==> src/chb_pkg.sv <==
// Shared types and command codes for the canonical Huffman encoder.
package chb_pkg;

   localparam logic [1:0] CMD_LOAD   = 2'd0;
   localparam logic [1:0] CMD_BUILD  = 2'd1;
   localparam logic [1:0] CMD_ENCODE = 2'd2;

   localparam int BYTE_BITS = 8;

   typedef enum logic [1:0] {
      ST_IDLE,
      ST_ENC_RD,
      ST_EMIT,
      ST_BUILD
   } ctl_state_type;

   typedef enum logic [1:0] {
      BLD_IDLE,
      BLD_COUNT,
      BLD_NEXT,
      BLD_ASSIGN
   } bld_phase_type;

   typedef struct packed {
      logic busy;
      logic done;
      logic code_wr_en;
   } bld_ctl_type;

   typedef struct packed {
      logic restart;
      logic append;
      logic pop;
   } pack_ctl_type;

endpackage

==> src/chb_pack.sv <==
// Bit packer: appends codes MSB first and hands out completed bytes.
module chb_pack #(
   parameter int MAX_CODE_BITS = 16
) (
   input  logic                      clock,
   input  logic                      reset,
   input  chb_pkg::pack_ctl_type     ctl,
   input  logic [2:0]                pad,
   input  logic [4:0]                len,
   input  logic [MAX_CODE_BITS-1:0]  code,
   output logic [7:0]                out_byte,
   output logic                      last,
   output logic                      has_byte
);
   import chb_pkg::*;

   localparam int PW  = MAX_CODE_BITS + 7;
   localparam int CNW = $clog2(MAX_CODE_BITS + 8);

   logic [PW-1:0]  pend_ff, pend_in;
   logic [CNW-1:0] cnt_ff, cnt_in;
   logic [PW-1:0]  kept;
   logic [MAX_CODE_BITS-1:0] code_bits;

   assign kept      = pend_ff & ~({PW{1'b1}} << cnt_ff);
   assign code_bits = code & ~({MAX_CODE_BITS{1'b1}} << len);
   assign has_byte  = (int'(cnt_ff) >= BYTE_BITS);
   assign last      = (int'(cnt_ff) < 2 * BYTE_BITS);
   assign out_byte  = 8'(pend_ff >> (cnt_ff - CNW'(BYTE_BITS)));

   always_comb begin
      pend_in = pend_ff;
      cnt_in  = cnt_ff;
      if (ctl.restart) begin
         pend_in = '0;
         cnt_in  = CNW'(pad);
      end else if (ctl.append) begin
         pend_in = (kept << len) | {7'd0, code_bits};
         cnt_in  = cnt_ff + CNW'(len);
      end else if (ctl.pop) begin
         cnt_in  = cnt_ff - CNW'(BYTE_BITS);
      end
   end

   always_ff @(posedge clock) begin
      if (reset) begin
         pend_ff <= '0;
         cnt_ff  <= '0;
      end else begin
         pend_ff <= pend_in;
         cnt_ff  <= cnt_in;
      end
   end

endmodule
==> config.mk <==
export PLATFORM = sky130hd
export DESIGN_NAME = chb_pack
export DESIGN_NICKNAME = d
export VERILOG_FILES = /design/src/chb_pkg.sv /design/src/chb_pack.sv
export SDC_FILE = /design/constraint.sdc
export NUM_CORES = 1
export LEC_CHECK = 0
export ABC_AREA = 1
export BUFFER_PORTS_ARGS = -buffer_cell sky130_fd_sc_hd__buf_2
export CORE_MARGIN = 2
export CORE_UTILIZATION = 45
export CTS_CLUSTER_SIZE = 14
export DETAILED_ROUTE_END_ITERATION = 8
export PLACE_DENSITY = 0.67
export SYNTH_ARGS = -nofsm -noshare
export SYNTH_HDL_FRONTEND = slang
export SYNTH_SLANG_ARGS = --single-unit
==> constraint.sdc <==
create_clock -name clock -period 2.2 [get_ports clock]
set_clock_uncertainty 0.15 [all_clocks]
set_input_delay 0.33 -clock clock [delete_from_list [all_inputs] [get_ports clock]]
set_output_delay 0.33 -clock clock [all_outputs]
set_load 0.02 [all_outputs]
==> metrics <==
Placeable Area=7290 µm²; placed wire-length estimate after detailed placement=slightly above 10,000 µm; Hold Violations, Final=0; hold endpoint=cnt_ff[2]; master cell of the clock root buffer=clkbuf_8; number of enable flip-flop cells after synthesis=0; cell repeated most along the worst path=o21ai_0; type of the worst setup path=register to output pin; fill cell instance count of the final layout=780; Std-Cell Rows=31; fraction of final layout cells sized beyond drive strength 1=a little over a fifth; final global-route overflow total=0; average footprint of a synthesized cell=~5.5 µm²; Comb power frac=47.3%; clock network fraction of design power=18.8%; residual DRC count=0; utilization of the core after routing=approximately 57%; top-level port count=39; routed vias=4,621; synthesis-to-finish area growth=22.7%; total number of nets in the final design=between 700 and 800; routed wire length per instance=17.5 µm; Seq cells post-synth=28; share of flip-flops with an asynchronous set or reset=0%; via count of the first global-routing pass=4,295; power per unit of standard cell area=405 nW/µm²; switching portion of total power=between 40% and 50%; largest net degree at the start of global routing=26; syn nets=660; vertical die dimension=around 91 µm; warnings from Yosys=0; Die Span X=91.0 µm; endpoint of the worst-slack reg-to-reg timing path=cnt_ff[4]; maximum vdd drop=0.000227 V; post-synthesis instance area=3400 µm²; Antenna diodes=0; Primary FF master, synth=dfxtp_1; max_cap viols=0; time the final worst path needs with I/O delays and setup=2350 ps; clock latency of the later-clocked register in the worst-skew pair=a little under 300 ps; maximum frequency from static timing analysis=0.425 GHz; Critical Path, Cell by Cell=buf_16, o21ai_0, mux2i_1, o21ai_0, o21ai_0, o21ai_1, buf_2; Setup crit start kind=register; Distinct cells, synth=38; most common cell after layout, fill and taps aside=nand2_1; count of H-tree levels built during CTS=1; worst hold stages=2; Final period util=107%; total power of the final layout=~1.7 mW; Mapped Cells=approximately 620; setup TNS after final layout=-948 ps; count of final max-slew check failures=0; reg2reg path depth=11; RSZ-0062 raised after global routing=true; overall routed net length=~13,000 µm; Worst Path Required=about 1700 ps; final design area excluding fillers=4180 µm²; Top delay family on crit path=compound AO/OA/AOI/OAI gates; first-pass iteration count of the detailed router=7; normalized max-slew margin=64.1%; failing checks=setup timing; CTS max path bufs=2; overall routing resource usage=between 30% and 40%; highest cell delay on the worst timing path=approximately 430 ps; number of antenna violations at the first check in global routing=0; count of buffers from port buffering=38; Crit-path slowest cell=dfxtp_4; Worst R2R Start=cnt_ff[0]; crit-path max FO=7; number of buffer and inverter instances along the worst setup path=2; CTS tree=built; Leakage=between 1.5 and 2 nW; count of nets left with antenna violations after detail routing=0; final setup violation count=9; min setup slack post-route=-153 ps; Sinks on Clock Net=28; Hold Path Class=input port to register; power share of the sequential group=33.9%; worst hold margin=61.2 ps; hold path startpoint=reset; hold bufs inserted after CTS=0; initial cell density of the core=46.7%; transition time of the tightest slew-check pin=536 ps; worst path arrival time=1870 ps; outcome=finished with violations; crit path capture type=output pin; number of vias per cell after detailed routing=around 6.0; highest-count cells in the layout ignoring fill and taps=nand2_1 (158), nand3_1 (116), nor2_1 (41), buf_4 (41), inv_1 (38); cell internal pwr=roughly 0.95 mW; clock slew seen by the registers of the worst setup and hold paths=110 ps; violation count after the first detailed-route iteration=489; Total Die Area=8280 µm²; global-route wire length before repair=21,400 µm; cell area reported after detailed placement=between 3000 and 4000 µm²; DP Cell Count=762; pre-CTS setup slack=-33.4 ps; GPL Wtd Cong=0.994; reported net switching power=0.744 mW; R2R setup slack=-10 ps; post-route insts no fill=~770; Seq/Total Area, Yosys=16.5%; clock buffers created by TritonCTS=3
==> kinds of logic (layout without fill, tap and decap cells) <==
family                   after synthesis  after routing  share of synthesized area, %
buffers and inverters                 83            130                          9.70
multiplexers                           4              4                          1.18
flip-flops                            28             28                          16.5
adder cells (fa/ha/maj)                8              8                          3.16
XOR/XNOR                               2              2                         0.515
AND/OR/NAND/NOR                      349            349                          44.7
AO/OA/AOI/OAI                        149            149                          24.3
==> flip-flops by register name (all words and copies together), names as in the netlist <==
| register | flops |
|---|---|
| pend_ff | 23 |
| cnt_ff | 5 |
==> power groups by stage <==
stage,logic (mW),registers [mW],clock network (mW)
2_1_floorplan,0.462,0.561,0
3_3_place_gp,0.682,0.572,0
3_5_place_dp,0.684,0.572,0
4_1_cts,0.745,0.569,0.315
5_1_grt,0.870,0.576,0.323
6_report,0.799,0.574,0.318
==> area by class of cell <==
class                      count  area, µm²  share of cell area, %
multi-input combinational    512       2680                   64.1
timing repair buffer          80        582                   13.9
inverter                      47        186                   4.46
tap                           99        124                   2.96
clock buffer                   3       41.3                  0.988
sequential                    28        568                   13.6
==> routing by layer <==
metal	part of all wire [%]	global-route usage, %	vias to the layer above
li1	-	-	2240
met1	41	42.3	2012
met2	44	51.9	311
met3	10	4.32	58
met4	4.6	13.8	0
met5	0	0	-
==> worst max-delay path by stage <==
stage	from	endpoint	slack, ps	cells after the start
floorplan	cnt_ff[3]	out_byte[0]	20	9
global placement	cnt_ff[0]	out_byte[1]	-100	10
detailed placement	cnt_ff[0]	out_byte[1]	-30	11
CTS	cnt_ff[0]	out_byte[2]	-100	11
global route	cnt_ff[0]	out_byte[6]	-230	8
finish	cnt_ff[0]	out_byte[3]	-150	7
==> worst reg2reg max path, delay by kind of cell, from the launching register on <==
| kind | cells | cell delay (ps) |
|---|---|---|
| buffers and inverters | 2 | 240 |
| adders and majority gates | 2 | 550 |
| xor gates and xnor gates | 1 | 130 |
| DFF | 1 | 480 |
| AOI/OAI and AO/OA | 2 | 220 |
| and+or+nand+nor | 4 | 320 |
==> Yosys cell counts, drive strengths merged (3+ instances only) <==
master	count	area [µm²]
nand3	117	591
buf	20	93.8
nand4	10	62.6
o211ai	8	60.1
o221ai	3	26.3
ha	7	87.6
a21oi	34	170
o21ai	80	404
nand2	167	632
clkbuf	16	60.1
nor2	50	205
inv	46	173
a31oi	9	56.3
mux2i	4	40.0
o22ai	8	50.1
dfxtp	28	561
or2	3	18.8
==> what timing repair did <==
action	4_1_cts	5_1_grt
gates resized for setup	58	40
pin swaps	9	10
endpoints found under the setup margin	8	16
gates cloned	2	0
buffers inserted	2	0
(Power assumes the default switching activity.)
