<file path="src/chb_pkg.sv">
// Shared types and command codes for the canonical Huffman encoder.
package chb_pkg;

   localparam logic [1:0] CMD_LOAD   = 2'd0;
   localparam logic [1:0] CMD_BUILD  = 2'd1;
   localparam logic [1:0] CMD_ENCODE = 2'd2;

   localparam int BYTE_BITS = 8;

   typedef enum logic [1:0] {
      ST_IDLE,
      ST_ENC_RD,
      ST_EMIT,
      ST_BUILD
   } ctl_state_type;

   typedef enum logic [1:0] {
      BLD_IDLE,
      BLD_COUNT,
      BLD_NEXT,
      BLD_ASSIGN
   } bld_phase_type;

   typedef struct packed {
      logic busy;
      logic done;
      logic code_wr_en;
   } bld_ctl_type;

   typedef struct packed {
      logic restart;
      logic append;
      logic pop;
   } pack_ctl_type;

endpackage

</file>
<file path="src/chb_build.sv">
// Canonical code build sequencer: count lengths, derive first codes, assign codes.
module chb_build #(
   parameter int MAX_CODE_BITS = 16,
   parameter int SYMBOL_COUNT  = 256
) (
   input  logic                            clock,
   input  logic                            reset,
   input  logic                            start,
   input  logic [4:0]                      len_rdata,
   output logic [$clog2(SYMBOL_COUNT)-1:0] len_raddr,
   output logic [$clog2(SYMBOL_COUNT)-1:0] code_waddr,
   output logic [MAX_CODE_BITS-1:0]        code_wdata,
   output chb_pkg::bld_ctl_type            ctl
);
   import chb_pkg::*;

   localparam int AW  = $clog2(SYMBOL_COUNT);
   localparam int SCW = AW + 1;
   localparam int LIW = $clog2(MAX_CODE_BITS + 1);
   localparam int CW  = $clog2(SYMBOL_COUNT + 1);
   localparam int SW  = ((MAX_CODE_BITS > CW) ? MAX_CODE_BITS : CW) + 1;

   bld_phase_type           phase_ff, phase_in;
   logic [SCW-1:0]          sym_ff;
   logic                    pipe_ff;
   logic [AW-1:0]           pipe_addr_ff;
   logic [LIW-1:0]          bit_ff;
   logic [MAX_CODE_BITS-1:0] code_ff;
   logic [CW-1:0]           counts_ff    [MAX_CODE_BITS+1];
   logic [MAX_CODE_BITS-1:0] next_code_ff [MAX_CODE_BITS+1];

   logic                    issue;
   logic                    len_nz;
   logic [LIW-1:0]          len_idx;
   logic [SW-1:0]           sum;
   logic [SW:0]             sum_shl;
   logic [MAX_CODE_BITS-1:0] first_code;

   assign issue     = ((phase_ff == BLD_COUNT) || (phase_ff == BLD_ASSIGN))
                      && (sym_ff < SCW'(SYMBOL_COUNT));
   assign len_nz    = (len_rdata != 5'd0);
   assign len_idx   = LIW'(len_rdata);
   assign len_raddr = sym_ff[AW-1:0];
   assign sum       = SW'(code_ff) + SW'(counts_ff[bit_ff - LIW'(1)]);
   assign sum_shl   = {sum, 1'b0};
   assign first_code = sum_shl[MAX_CODE_BITS-1:0];

   assign code_waddr = pipe_addr_ff;
   assign code_wdata = len_nz ? next_code_ff[len_idx] : '0;

   always_ff @(posedge clock) begin
      if (reset) begin
         phase_ff <= BLD_IDLE;
      end else begin
         phase_ff <= phase_in;
      end
   end

   always_comb begin
      phase_in       = phase_ff;
      ctl.busy       = (phase_ff != BLD_IDLE);
      ctl.done       = 1'b0;
      ctl.code_wr_en = 1'b0;
      unique case (phase_ff)
         BLD_IDLE: begin
            if (start) begin
               phase_in = BLD_COUNT;
            end
         end
         BLD_COUNT: begin
            if (!issue && !pipe_ff) begin
               phase_in = BLD_NEXT;
            end
         end
         BLD_NEXT: begin
            if (bit_ff == LIW'(MAX_CODE_BITS)) begin
               phase_in = BLD_ASSIGN;
            end
         end
         BLD_ASSIGN: begin
            ctl.code_wr_en = pipe_ff;
            if (!issue && !pipe_ff) begin
               ctl.done = 1'b1;
               phase_in = BLD_IDLE;
            end
         end
         default: phase_in = BLD_IDLE;
      endcase
   end

   always_ff @(posedge clock) begin
      if (reset) begin
         pipe_ff <= 1'b0;
      end else begin
         pipe_ff <= issue;
      end
   end

   always_ff @(posedge clock) begin
      pipe_addr_ff <= sym_ff[AW-1:0];
      if (issue) begin
         sym_ff <= sym_ff + SCW'(1);
      end
      case (phase_ff)
         BLD_IDLE: begin
            sym_ff <= '0;
            bit_ff <= LIW'(1);
            code_ff <= '0;
            for (int i = 0; i <= MAX_CODE_BITS; i++) begin
               counts_ff[i] <= '0;
            end
         end
         BLD_COUNT: begin
            if (pipe_ff && len_nz) begin
               counts_ff[len_idx] <= counts_ff[len_idx] + CW'(1);
            end
            if (!issue && !pipe_ff) begin
               sym_ff <= '0;
            end
         end
         BLD_NEXT: begin
            next_code_ff[bit_ff] <= first_code;
            code_ff              <= first_code;
            bit_ff               <= bit_ff + LIW'(1);
         end
         BLD_ASSIGN: begin
            if (pipe_ff && len_nz) begin
               next_code_ff[len_idx] <= next_code_ff[len_idx] + MAX_CODE_BITS'(1);
            end
         end
         default: ;
      endcase
   end

endmodule

</file>
<file path="config.mk">
export PLATFORM = sky130hd
export DESIGN_NAME = chb_build
export DESIGN_NICKNAME = d
export VERILOG_FILES = /design/src/chb_pkg.sv /design/src/chb_build.sv
export SDC_FILE = /design/constraint.sdc
export NUM_CORES = 1
export LEC_CHECK = 0
export BUFFER_PORTS_ARGS = -buffer_cell sky130_fd_sc_hd__buf_2
export CORE_UTILIZATION = 45
export DETAILED_ROUTE_END_ITERATION = 8
export SLEW_MARGIN = 20
export SYNTH_ARGS = -nofsm -noshare
export SYNTH_HDL_FRONTEND = slang
export SYNTH_SLANG_ARGS = --single-unit
</file>
<file path="constraint.sdc">
create_clock -name clock -period 7.6 [get_ports clock]
set_input_delay 0.76 -clock clock [delete_from_list [all_inputs] [get_ports clock]]
set_output_delay 0.76 -clock clock [all_outputs]
set_load 0.02 [all_outputs]
</file>
==> flow_summary.json <==
{
  "outcome": "complete, no violations",
  "ios": 43,
  "synth_top_cell_by_area": "edfxtp_1",
  "cts-resized-gates": 0,
  "drv_cap": 0,
  "clkSlewWorstSetupHoldPaths_ns": 0.06,
  "dpl_cell_area_sq_um": 29100,
  "cts_tree": "built",
  "cp.buffers_inverters": 3,
  "clk_latency_ns": 0.65,
  "finalMaxSlewViolations": 0,
  "ys_types": 79,
  "clock.fmax_mhz": 186,
  "vias": 15600,
  "hold_path.class": "input port to flop",
  "yosysTopAreaCellShare_pct": 62.1,
  "cts_inserted_buffers": 61,
  "grt_pass1_vias": 15400,
  "synth_area_leaders": "edfxtp_1 62%, mux4_2 14%, mux4_1 3.4%, nor2_1 3.0%, mux2i_1 2.4%",
  "finalSetupViolCount": 0,
  "die_h_microns": 251,
  "start_util_pct": 45.5,
  "required_ns": 7.93,
  "htreeDepth": 2,
  "detail_route.first_pass.iterations": 5,
  "grt-ovfl-total": 0,
  "multiInputGateArea_sq_um": 9430,
  "cp-start-kind": "flop",
  "end_kind": "flop",
  "finalHoldViolCount": 0,
  "ys_warn_count": 0,
  "tightest_slew_ns": 0.973,
  "syn_inst": 1630,
  "grt_antenna_before_repair": 1,
  "pre_cts_ws_ns": 1.91,
  "gp_congestion": 0.824,
  "ys_dominant_reg_cell": "edfxtp_1",
  "synth_area_sq_um": 28000,
  "whs_ns": 0.298,
  "ant_nets": 0,
  "fin_ws_ns": 2.23,
  "worst-path-max-fanout": 54,
  "dp_hpwl_microns": 44600,
  "die_w_microns": 251,
  "nFillCells": 5002,
  "synth_edf_count": 579,
  "fin_area_sq_um": 31100,
  "crit_chain": "inv_1 > ha_4 > buf_4 > mux4_2 > mux4_2 > mux2_2 > ha_1 > inv_1 > a21oi_1 > o21ai_0 > a21oi_1 > o211ai_1 > xor2_1 > mux2i_2",
  "synth_area_per_cell_sq_um": 17.2,
  "tns_ns": 0,
  "rows": 91,
  "wl_per_cell_microns": 27.9,
  "worst_ep_arrival_time_ns": 5.70,
  "cts_hold_buf": 0,
  "clockBufferDepth": 3,
  "utilization_pct": 50.6,
  "grt_pass1_wl_microns": 106000,
  "diodes": 0,
  "ys_seq_area_share_pct": 63.5,
  "layout_commonest_cell": "edfxtp_1",
  "async_reset_ff_share_pct": 0,
  "dieArea_sq_um": 63200,
  "max_stage_delay_ns": 0.86,
  "ys_seq_elements": 599,
  "drt-initial-drc-count": 1688,
  "routed_wl_microns": 72200,
  "fp.coreArea_sq_um": 61600,
  "regArea_sq_um": 17800,
  "drc": 0,
  "min_period_ns": 5.37,
  "path_delay_family": "multiplexers",
  "drive_gt1_share_pct": 27.3,
  "power_density_nw_per_um2": 407,
  "slew_headroom_pct": 34.9,
  "rsz0062_at_grt": "no",
  "vdd_drop_max_mv": 0.314,
  "cts_root_buf": "clkbuf_16",
  "mostFrequentLayoutCells": "579 x edfxtp_1, 202 x nor2_1, 174 x mux4_2",
  "post_cts_buffers": 0,
  "p_leak_nw": 10.8,
  "portBuffers": 42,
  "fin_worst_skew_ns": 0.0215,
  "area_growth_pct": 11.2,
  "cpMaxStageDelayCell": "ha_4",
  "track_usage_pct": 23.2,
  "nets": 1721,
  "fin_crit_sh_pct": 70.7,
  "grt_max_degree": 77,
  "critical_path_class": "flop to flop",
  "via_per_inst": 6.05,
  "cts.sinks": 599
}
-- worst paths after layout --
| check | start | end | slack [ns] | depth (start not counted) |
|---|---|---|---|---|
| setup / recovery | bit_ff[1] | next_code_ff[9][12] | 2.23 | 14 |
| hold / removal | reset | pipe_ff | 0.30 | 2 |
| setup reg to reg | bit_ff[1] | next_code_ff[9][12] | 2.23 | 14 |
| hold reg to reg | sym_ff[5] | code_waddr[5] | 0.41 | 0 |
-- metal layers --
layer / GRT usage, % / up-vias / routed length (microns) / part of all wire (%)
li1: - / 6604 / - / -
met1: 33.9 / 8278 / 31200 / 43
met2: 36.9 / 663 / 34400 / 48
met3: 3.76 / 85 / 5250 / 7.3
met4: 4.72 / 0 / 1330 / 1.8
met5: 0 / - / 0 / 0
-- registers in the layout, summed over array words and instances (netlist names) --
register and cells:
bit_ff 5, code_waddr 8, next_code_ff 272, pipe_ff 1, counts_ff 288, code_ff 14
sym_ff 9, phase_ff 2
-- report_power, final --
group | switching, mW | leakage (nW) | internal [mW]
clock | 1.30 | 1.02 | 1.74
sequential | 0.214 | 5.74 | 5.15
combinational | 2.75 | 4.04 | 1.52
-- cells in the mapped netlist, types with 4 or more instances --
library cell and count:
nand2_1 61, nor2_1 223, edfxtp_1 579, clkbuf_8 10, xnor2_2 4, nand4_1 5
nor2_2 17, a21oi_1 21, mux4_1 36, a32o_1 6, buf_4 14, nand3_1 13
nor3_1 10, xor2_1 17, and3_1 9, a22oi_1 18, inv_1 23, mux2i_1 67
buf_6 19, buf_2 12, mux4_2 174, ha_1 17, dfxtp_1 20, and2_1 18
mux2_2 18, buf_1 6, a221oi_1 6, buf_12 6, a32oi_1 6, a22o_1 10
nor2b_1 15, clkbuf_1 39, o21ai_0 19, nand2b_1 15, xnor2_1 20, or3_1 6
-- worst reg2reg max path, cell delays in order (launching register included) --
cell and delay [ns]:
edfxtp_1 0.47, inv_1 0.11, ha_4 0.86, buf_4 0.50, mux4_2 0.36, mux4_2 0.53, mux2_2 0.29, ha_1 0.30
inv_1 0.07, a21oi_1 0.16, o21ai_0 0.15, a21oi_1 0.28, o211ai_1 0.16, xor2_1 0.20, mux2i_2 0.62
-- final cells by class --
type / count / area share [%]
repair buffers: 104 / 2.34
clock buffers: 78 / 5.50
well taps: 837 / 3.36
inverters: 26 / 0.313
flip-flops and latches: 599 / 57.1
clock inverters: 36 / 1.09
multi-input cells: 903 / 30.3
-- cells by family after synthesis --
logic type | after synthesis | synth area share (%)
XOR/XNOR | 43 | 1.51
adder cells (fa/ha/maj) | 18 | 0.831
other | 1 | 0.0134
flip-flops | 599 | 63.5
AO/OA/AOI/OAI | 121 | 3.34
buffers and inverters | 136 | 3.38
AND/OR/NAND/NOR | 417 | 6.90
multiplexers | 295 | 20.5
-- metrics by stage --
step                      cells  power [mW]
after detailed placement   2469        9.70
after global placement     2469        9.58
final                      2583        12.7
after global routing       2583        13.2
after CTS                  2583        12.7
after floorplan            1638        8.05
Note: power is estimated with default switching activity, not from simulation.
